$ cat config.mk
export PLATFORM = sky130hd
export DESIGN_NAME = read_extent_coalescer
export DESIGN_NICKNAME = d
export VERILOG_FILES = /design/src/rtl/rec_pkg.sv /design/src/rtl/rec_merge.sv /design/src/rtl/rec_outq.sv /design/src/rtl/read_extent_coalescer.sv
export SDC_FILE = /design/constraint.sdc
export NUM_CORES = 1
export LEC_CHECK = 0
export BUFFER_PORTS_ARGS = -buffer_cell sky130_fd_sc_hd__buf_2
export CAP_MARGIN = 20
export CELL_PAD_IN_SITES_DETAIL_PLACEMENT = 1
export CELL_PAD_IN_SITES_GLOBAL_PLACEMENT = 1
export CORE_MARGIN = 3
export CORE_UTILIZATION = 54
export DETAILED_ROUTE_END_ITERATION = 10
export PLACE_DENSITY = 0.95
export SYNTH_ARGS = -nofsm -noshare
export SYNTH_HDL_FRONTEND = slang
export SYNTH_SLANG_ARGS = --single-unit
$ cat constraint.sdc
create_clock -name clk -period 11.9 [get_ports clk]
set_input_delay 2.38 -clock clk [delete_from_list [all_inputs] [get_ports clk]]
set_output_delay 2.38 -clock clk [all_outputs]
set_load 0.1 [all_outputs]
$ cat src/rtl/rec_pkg.sv
// types, constants and helpers shared by the read extent coalescer modules
`timescale 1ns / 1ps

package rec_pkg;

	// field widths
	localparam int GROUP_W  = 4;
	localparam int OFFSET_W = 40;
	localparam int LENGTH_W = 24;
	localparam int OUTLEN_W = 32;
	localparam int COUNT_W  = 16;

	// default number of groups
	localparam int REC_GROUPS = 16;

	// result queue depth and derived widths
	localparam int OQ_DEPTH = 4;
	localparam int OQ_PTR_W = $clog2(OQ_DEPTH);
	localparam int OQ_CNT_W = $clog2(OQ_DEPTH + 1);

	// packed bus widths, rounded up to whole bytes
	localparam int IN_DATA_W  = ((GROUP_W + OFFSET_W + LENGTH_W + 7) / 8) * 8;
	localparam int OUT_DATA_W = ((GROUP_W + OFFSET_W + OUTLEN_W + COUNT_W + 7) / 8) * 8;

	// one incoming read request
	typedef struct packed {
		logic [GROUP_W-1:0]  group;
		logic [OFFSET_W-1:0] offset;
		logic [LENGTH_W-1:0] length;
		logic                batch_last;
	} req_t;

	// one emitted extent
	typedef struct packed {
		logic [GROUP_W-1:0]  group;
		logic [OFFSET_W-1:0] offset;
		logic [OUTLEN_W-1:0] length;
		logic                group_end;
		logic                batch_end;
		logic [COUNT_W-1:0]  count;
	} ext_t;

	// which of the two possible extents a request produces
	typedef struct packed {
		logic emit_a;
		logic emit_b;
	} push_t;

	// saturating increment of the extent count
	function automatic logic [COUNT_W-1:0] sat_inc(input logic [COUNT_W-1:0] c);
		logic [COUNT_W-1:0] r;
		if (c == {COUNT_W{1'b1}}) begin
			r = c;
		end else begin
			r = c + COUNT_W'(1);
		end
		return r;
	endfunction

endpackage

$ cat src/rtl/rec_merge.sv
// pending extent register with contiguity check, merge and flush logic
`timescale 1ns / 1ps

module rec_merge import rec_pkg::*; #(
	parameter int GROUPS = REC_GROUPS
) (
	input  logic  clk,
	input  logic  arst_n,
	input  logic  req_valid,
	input  req_t  req,
	output push_t push,
	output ext_t  res_a,
	output ext_t  res_b
);

	logic                pend_valid_q;
	logic [GROUP_W-1:0]  pend_group_q;
	logic [OFFSET_W-1:0] pend_offset_q;
	logic [OUTLEN_W-1:0] pend_length_q;
	logic [COUNT_W-1:0]  count_q;

	logic [GROUP_W-1:0]  grp;
	logic [OFFSET_W:0]   end_sum;
	logic [OUTLEN_W:0]   len_sum;
	logic                same;
	logic                contig;
	logic                fits;
	logic                merge;
	logic [COUNT_W-1:0]  cnt_a;
	logic [COUNT_W-1:0]  cnt_after_a;
	logic [COUNT_W-1:0]  cnt_b;
	logic [GROUP_W-1:0]  new_group;
	logic [OFFSET_W-1:0] new_offset;
	logic [OUTLEN_W-1:0] new_length;

	// fold the group number into range, a few narrow subtract steps
	always_comb begin
		logic [8:0] g;
		g = {5'b0, req.group};
		for (int i = 0; i < 8; i++) begin
			if (g >= 9'(GROUPS)) begin
				g = g - 9'(GROUPS);
			end
		end
		grp = g[GROUP_W-1:0];
	end

	// end of pending extent and merged length, neither wraps
	assign end_sum = {1'b0, pend_offset_q} + (OFFSET_W+1)'(pend_length_q);
	assign len_sum = {1'b0, pend_length_q} + (OUTLEN_W+1)'(req.length);
	assign same    = (grp == pend_group_q);
	assign contig  = (end_sum == {1'b0, req.offset});
	assign fits    = ~len_sum[OUTLEN_W];
	assign merge   = pend_valid_q & same & contig & fits;

	// which extents go out for this request
	assign push.emit_a = req_valid & pend_valid_q & ~merge;
	assign push.emit_b = req_valid & req.batch_last;

	// running extent counts
	assign cnt_a       = sat_inc(count_q);
	assign cnt_after_a = push.emit_a ? cnt_a : count_q;
	assign cnt_b       = sat_inc(cnt_after_a);

	// pending extent after this request
	always_comb begin
		if (merge) begin
			new_group  = pend_group_q;
			new_offset = pend_offset_q;
			new_length = len_sum[OUTLEN_W-1:0];
		end else begin
			new_group  = grp;
			new_offset = req.offset;
			new_length = OUTLEN_W'(req.length);
		end
	end

	// the broken-off extent and the batch flush
	always_comb begin
		res_a.group     = pend_group_q;
		res_a.offset    = pend_offset_q;
		res_a.length    = pend_length_q;
		res_a.group_end = ~same;
		res_a.batch_end = 1'b0;
		res_a.count     = cnt_a;
		res_b.group     = new_group;
		res_b.offset    = new_offset;
		res_b.length    = new_length;
		res_b.group_end = 1'b1;
		res_b.batch_end = 1'b1;
		res_b.count     = cnt_b;
	end

	// control state
	always_ff @(posedge clk or negedge arst_n) begin
		if (!arst_n) begin
			pend_valid_q <= 1'b0;
			count_q      <= '0;
			pend_group_q <= '0;
		end else if (req_valid) begin
			pend_valid_q <= ~req.batch_last;
			count_q      <= req.batch_last ? '0 : cnt_after_a;
			pend_group_q <= new_group;
		end
	end

	// pending extent payload
	always_ff @(posedge clk) begin
		if (req_valid) begin
			pend_offset_q <= new_offset;
			pend_length_q <= new_length;
		end
	end

endmodule

$ cat src/rtl/rec_outq.sv
// small result queue taking up to two extents a cycle and giving one whenever out_ready is high
`timescale 1ns / 1ps

module rec_outq import rec_pkg::*; (
	input  logic  clk,
	input  logic  arst_n,
	input  push_t push,
	input  ext_t  res_a,
	input  ext_t  res_b,
	output logic  room,
	output logic  out_valid,
	input  logic  out_ready,
	output ext_t  out_word
);

	ext_t                entry_q [OQ_DEPTH];
	logic [OQ_PTR_W-1:0] wr_ptr_q;
	logic [OQ_PTR_W-1:0] rd_ptr_q;
	logic [OQ_CNT_W-1:0] count_q;

	logic                pop;
	logic [OQ_CNT_W-1:0] push_n;
	ext_t                first_word;
	logic [OQ_PTR_W-1:0] wr_ptr_next;

	// occupancy and handshake
	assign push_n      = OQ_CNT_W'(push.emit_a) + OQ_CNT_W'(push.emit_b);
	assign pop         = out_valid & out_ready;
	assign out_valid   = (count_q != '0);
	assign out_word    = entry_q[rd_ptr_q];
	assign room        = (count_q <= OQ_CNT_W'(OQ_DEPTH - 2));
	assign first_word  = push.emit_a ? res_a : res_b;
	assign wr_ptr_next = wr_ptr_q + OQ_PTR_W'(1);

	// pointers and count
	always_ff @(posedge clk or negedge arst_n) begin
		if (!arst_n) begin
			wr_ptr_q <= '0;
			rd_ptr_q <= '0;
			count_q  <= '0;
		end else begin
			wr_ptr_q <= wr_ptr_q + OQ_PTR_W'(push_n);
			if (pop) begin
				rd_ptr_q <= rd_ptr_q + OQ_PTR_W'(1);
			end
			count_q <= count_q + push_n - OQ_CNT_W'(pop);
		end
	end

	// entry storage
	always_ff @(posedge clk) begin
		if (push_n != '0) begin
			entry_q[wr_ptr_q] <= first_word;
		end
		if (push.emit_a && push.emit_b) begin
			entry_q[wr_ptr_next] <= res_b;
		end
	end

	// checks
	a_count_bound: assert property (@(posedge clk) disable iff (!arst_n)
		count_q <= OQ_CNT_W'(OQ_DEPTH))
		else $error("result queue over capacity");

	a_push_room: assert property (@(posedge clk) disable iff (!arst_n)
		(push_n != '0) |-> (count_q <= OQ_CNT_W'(OQ_DEPTH - 2)))
		else $error("extent pushed without room");

	a_pop_only: assert property (@(posedge clk) disable iff (!arst_n)
		(pop && push_n == '0) |=> (count_q == $past(count_q) - OQ_CNT_W'(1)))
		else $error("queue count wrong after pop");

	a_double_push: assert property (@(posedge clk) disable iff (!arst_n)
		(push.emit_a && push.emit_b) |=> (count_q >= OQ_CNT_W'(1)))
		else $error("double push lost");

endmodule

$ cat src/rtl/read_extent_coalescer.sv
// top level of the read extent coalescer
`timescale 1ns / 1ps

// Merges a stream of read requests into contiguous extents, one request a
// cycle while s_tready is high. A request is held in the input register, then
// the contiguity compare and length add run against the pending extent and the
// resulting extents enter a four-word result queue, whose registered entries
// are offered on m_tvalid. A request that breaks an extent and also ends the
// batch yields two words; the queue takes both in the same cycle and then
// drains one a cycle while m_tready is high, so the sustained rate is one
// request per cycle while each request yields at most one word and m_tready
// stays high, and follows the output side otherwise. s_tready drops only
// when the result queue has fewer than two free entries.

module read_extent_coalescer import rec_pkg::*; #(
	parameter int GROUPS = REC_GROUPS
) (
	input  logic                  clk,
	input  logic                  arst_n,
	input  logic                  s_tvalid,
	output logic                  s_tready,
	input  logic [IN_DATA_W-1:0]  s_tdata,  // group, offset, length, zero fill
	input  logic                  s_tlast,  // batch_last
	output logic                  m_tvalid,
	input  logic                  m_tready,
	output logic [OUT_DATA_W-1:0] m_tdata,  // out_group, out_offset, out_length,
	                                        // extent_count, zero fill
	output logic                  m_tuser,  // group_end
	output logic                  m_tlast   // batch_end
);

	logic  valid_s1;
	req_t  req_s1;
	logic  room;
	logic  advance;
	push_t push;
	ext_t  res_a;
	ext_t  res_b;
	ext_t  out_word;

	// input register handshake
	assign advance  = valid_s1 & room;
	assign s_tready = ~valid_s1 | room;

	always_ff @(posedge clk or negedge arst_n) begin
		if (!arst_n) begin
			valid_s1 <= 1'b0;
		end else if (s_tready) begin
			valid_s1 <= s_tvalid;
		end
	end

	always_ff @(posedge clk) begin
		if (s_tvalid && s_tready) begin
			req_s1.group      <= s_tdata[GROUP_W-1:0];
			req_s1.offset     <= s_tdata[GROUP_W +: OFFSET_W];
			req_s1.length     <= s_tdata[GROUP_W+OFFSET_W +: LENGTH_W];
			req_s1.batch_last <= s_tlast;
		end
	end

	// merge against the pending extent
	rec_merge #(
		.GROUPS(GROUPS)
	) u_merge (
		.clk      (clk),
		.arst_n   (arst_n),
		.req_valid(advance),
		.req      (req_s1),
		.push     (push),
		.res_a    (res_a),
		.res_b    (res_b)
	);

	// result queue
	rec_outq u_outq (
		.clk      (clk),
		.arst_n   (arst_n),
		.push     (push),
		.res_a    (res_a),
		.res_b    (res_b),
		.room     (room),
		.out_valid(m_tvalid),
		.out_ready(m_tready),
		.out_word (out_word)
	);

	// output word packing
	assign m_tdata = OUT_DATA_W'({out_word.count, out_word.length,
		out_word.offset, out_word.group});
	assign m_tuser = out_word.group_end;
	assign m_tlast = out_word.batch_end;

endmodule

# Yosys cells after proc, flatten, opt, wreduce, memory -nomap -nowiden

Memory sizes are Yosys's and may differ from the RTL's.
Cells that the tools add are included.

Bitwise operators: 14
Magnitude comparators: 1
Reductions and logical operators: 4
Eq/ne operators: 4
Add/subtract/negate cells: 10
Multiplexer cells: 12

Operators with widths:

| operator                                             | number |
|---|---|
| 2-to-1 mux 94 bit                                    | 1 |
| 2-to-1 mux 16 bit                                    | 4 |
| adder 40 x 32 -> 41 bit                              | 1 |
| == test 41 x 40 -> 1 bit                             | 1 |
| 2-to-1 mux 40 bit                                    | 1 |
| adder 32 x 24 -> 33 bit                              | 1 |
| adder 16 x 1 -> 16 bit (second input constant)       | 2 |
| == test 16 bit (second input constant)               | 2 |
| 2-to-1 mux 32 bit                                    | 1 |
| bitwise AND 1 bit                                    | 8 |
| nonzero test 3 bit                                   | 2 |
| inverter 1 bit                                       | 5 |
| adder 2 x 1 -> 2 bit (second input constant)         | 2 |
| == test 4 bit                                        | 1 |
| 2-to-1 mux 1 bit                                     | 4 |
| 2-to-1 mux 4 bit                                     | 1 |
| adder 3 bit                                          | 1 |
| <= comparator 3 x 2 -> 1 bit (second input constant) | 1 |
| subtractor 3 x 1 -> 3 bit                            | 1 |
| adder 1 x 1 -> 2 bit                                 | 1 |
| adder 2 bit                                          | 1 |
| logical AND 1 bit                                    | 2 |
| OR 1 bit                                             | 1 |

Register bits: 170
Memories: 1
Output and inout bits: 100
RAM bits: 376
Bits of input ports: 77

Memories:

| name           | words | bits a word | read ports | clocked after Yosys merged registers in | write ports | line           | RTL |
|---|---|---|---|---|---|---|---|
| u_outq.entry_q | 4     | 94          | 1          | 0                                       | 2           | rec_outq.sv:16 | `ext_t entry_q [OQ_DEPTH];` |

# Depth between registers and ports, before layout

Depth in word-level cells: 10
Gate-level depth with buffers: 27
Depth with buffers taken out: 26

# Modules after synthesis

From an unflattened synthesis, not the netlist that was laid out.

Cell total of the unflattened synthesis: 2618
Area total of the unflattened synthesis: 32118.3 um^2

Modules (own cells, without submodules):

| module                | area each (um^2) | times used | cells an instance |
|---|---|---|---|
| rec_outq              | 20276.9          | 1          | 1419 |
| rec_merge             | 9675.5           | 1          | 1120 |
| read_extent_coalescer | 2165.8           | 1          | 79 |

# Least setup slack after synthesis

OpenSTA, ideal clock, no wires.

Kind: reg2reg
Start: register u_merge.pend_length_q[0]
End: memory u_outq.entry_q[1][11] in the netlist's numbering (data pin)
Setup time: 0.178 ns
Stages on the path, launching flop included: 23
Path slack: 4.624 ns
Arrival time: 7.098 ns
Path buffers: 3
Path through: edfxtp_1 -> ha_1 -> inv_1 -> fa_1 -> nand2b_1 -> a21oi_1 -> o21a_1 -> o211ai_1 -> and3_1 -> a211oi_2 -> nand4b_1 -> nor4b_4 -> a21oi_4 -> buf_6 -> clkbuf_1 -> buf_1 -> ha_1 -> inv_1 -> nor3_1 -> nor2_1 -> inv_1 -> o21ai_0 -> a311oi_1

RTL lines:

| item                   | line             | RTL |
|---|---|---|
| from (decl)            | rec_merge.sv:19  | `logic [OUTLEN_W-1:0] pend_length_q;` |
| from (signal assigned) | rec_merge.sv:111 | `pend_length_q <= new_length;` |
| to (decl)              | rec_outq.sv:16   |  |

==> qor.csv <==
metric;value;unit
status;finished clean;
tns;0;ns
skew;0.0302;ns
first_pass_iters;5;
whs_endpoint;u_outq.entry_q[2][17];
avgSynthCellArea;11.0;um^2
synthAdderAreaFrac;2.77;%
die-area;0.0604;mm^2
critPathArrivalTime;8.83;ns
die-height;246;um
yosysWarningCount;0;
drive_above_1_share;15.8;%
routed_via_density;7.21;
antenna_left;0;
ys.flop_type;edfxtp_1;
yosysTopAreaCellShare;49.3;%
hp-start;u_outq.entry_q[2][17];
synth_xor_area_share;2.91;%
overflow;0;
ys_async_sr_fraction;5.31;%
postCtsSetupRepairBufs;0;
wl;120;mm
syn_area;0.0310;mm^2
die_width;246;um
vias;26801;
drt_iter0_markers;3529;
start_util;54.8;%
critical_path_class;flip-flop to flip-flop;
htree_levels;2;
synth-simple-area-share;12.6;%
gp_congestion;0.970;
synthTopCellsByArea;edfxtp_1 49%, mux4_2 6.8%, nand2_1 4.8%;
cts.clk_slew.worst_paths;0.07;ns
synth_top_area_cell;edfxtp_1;
antenna_found_initial;4;
critPathCaptureType;flip-flop;
cts_tree;yes;
hold_viol;0;
worst_pin_slew;1.27;ns
wl_per_cell;32.3;um
rows;87;
synth_top_family_by_area;compound AO/OA/AOI/OAI gates;
cts_made_buffers;57;
synth_enable_flop_cells;509;
relSlewSlack;15.5;%
synth.yosys.seq_area_share;52.1;%
drv_cap;0;
synthesis.instances;2825;
timing.final.crit_share;71.2;%
maxSlewViolCount;0;
nets;3058;
synth.area.mux_share;9.39;%
fin_crit;8.47;ns
cts_buffer_depth;3;
required;12.25;ns
io_buffers;168;
finalSetupViolCount;0;
ios;177;
hold_class;flip-flop to flip-flop;
cp_max_fo;22;
grt_max_degree;72;
cp-start-kind;flip-flop;
synth_compound_area_share;16.4;%
grt.total_usage;39.3;%
grt_pass1_wl;177;mm
layout_commonest_cell;edfxtp_1;
r2r_slack;3.43;ns
remaining_drc_errors;0;
clock.fmax;0.118;GHz
cts.sinks;546;
clkLatencyLatePin;0.67;ns
final_util;61.0;%
post_cts_resize_count;0;
hold_depth;2;
rsz0062_at_grt;no;
final_cell_mix;509 x edfxtp_1, 393 x nand2_1, 244 x o21ai_0, 168 x buf_2, 162 x nor2_1;
grt_pass1_vias;27753;
r2r.worst_path.cells;25;
hpwl;78.0;mm
area_growth_syn_to_layout;11.3;%
root_buffer;clkbuf_16;
core;0.0566;mm^2
reg2reg_from;u_merge.pend_length_q[7];
synth-seq-cells;546;
synth_cell_types;101;
ctsHoldBuffers;0;
antenna_cells;0;
rr_endpoint;u_outq.entry_q[2][11];
-- cells in the mapped netlist, types with 43 or more instances --
cell type  number
a21oi_1       141
clkbuf_1      118
edfxtp_1      509
ha_1           64
inv_1         105
mux2i_1        68
mux4_2         94
nand2_1       393
nand3_1        43
nor2_1        166
nor3_1         50
o21ai_0       244
o21ai_1       109
xnor2_1        65
-- layout make-up --
type                    instances  area [um^2]
repair buffers                205         1120
flip-flops and latches        546        16200
clock buffers                  70         1490
multi-input cells            1997        13800
clock inverters                38          604
fillers                      5937        22100
well taps                     756          946
inverters                     107          418
-- worst max path at each step --
stage	start	endpoint	slack, ns	cells after the start
finish	u_merge.pend_length_q[7]	u_outq.entry_q[2][11]	3.43	25
CTS	u_merge.pend_length_q[7]	u_outq.entry_q[2][0]	3.82	21
floorplan	u_merge.pend_length_q[0]	u_outq.entry_q[1][11]	4.62	22
global route	u_merge.pend_length_q[7]	u_outq.entry_q[1][7]	3.17	25
global placement	u_merge.pend_length_q[24]	u_outq.entry_q[0][5]	4.26	24
detailed placement	u_merge.pend_length_q[24]	u_outq.entry_q[2][0]	3.86	21
-- stage by stage --
stage | instance area (um^2) | hold WS, ns | setup slack, ns | std cells
6_report | 34500 | 0.496 | 3.43 | 3719
3_5_place_dp | 32400 | 0.463 | 3.86 | 3611
4_1_cts | 34500 | 0.494 | 3.82 | 3719
2_1_floorplan | 31000 | 0.435 | 4.62 | 2828
3_3_place_gp | 32400 | 0.445 | 4.26 | 3611
5_1_grt | 34500 | 0.535 | 3.17 | 3719
-- sequential cells by signal, indices dropped and copies added (netlist names), 3 cells and up --
| signal | cells |
|---|---|
| u_outq.count_q | 3 |
| u_merge.count_q | 16 |
| u_outq.entry_q | 376 |
| u_merge.pend_offset_q | 40 |
| u_merge.pend_group_q | 4 |
| u_merge.pend_length_q | 32 |
| req_s1 | 69 |
-- critical path: stages (launching register included) --
cell and delay (ns):
edfxtp_1 0.58, ha_1 0.57, a21oi_1 0.20, o21ai_1 0.57, nand2_1 0.19, a31oi_1 0.63, a21oi_1 0.26, a211oi_1 0.57
o2111ai_2 0.26, nor4b_4 0.47, a21oi_4 0.11, inv_2 0.43, nor2_1 0.18, o21ai_0 0.29, ha_1 0.43, o211ai_1 0.21
a2111oi_0 0.41, buf_4 0.20, and2_1 0.19, nand2_1 0.21, and3_1 0.31, nand2_1 0.09, mux2_4 0.19, a211oi_4 0.07
nor3_1 0.40, a311oi_1 0.12
-- routing by layer --
layer	global-route usage [%]	wire length (um)	vias up	share of wire, %
met4	20.9	6950	8	5.8
met2	64.5	57000	2014	47
met5	0	49	-	0.041
met1	49.7	43700	13424	36
met3	7.40	12400	480	10
li1	-	-	10875	-
-- logic make-up (layout without fill, tap and decap cells) --
logic type,after synthesis,count (layout)
and+or+nand+nor,844,844
AOI/OAI and AO/OA,808,808
DFF,546,546
buffers and inverters,285,420
muxes,171,171
xor gates and xnor gates,103,103
adders and majority gates,67,67
other,1,4
Power is not shown: default switching activity piles up to over one toggle a cycle in this logic, so the estimate is an artifact.
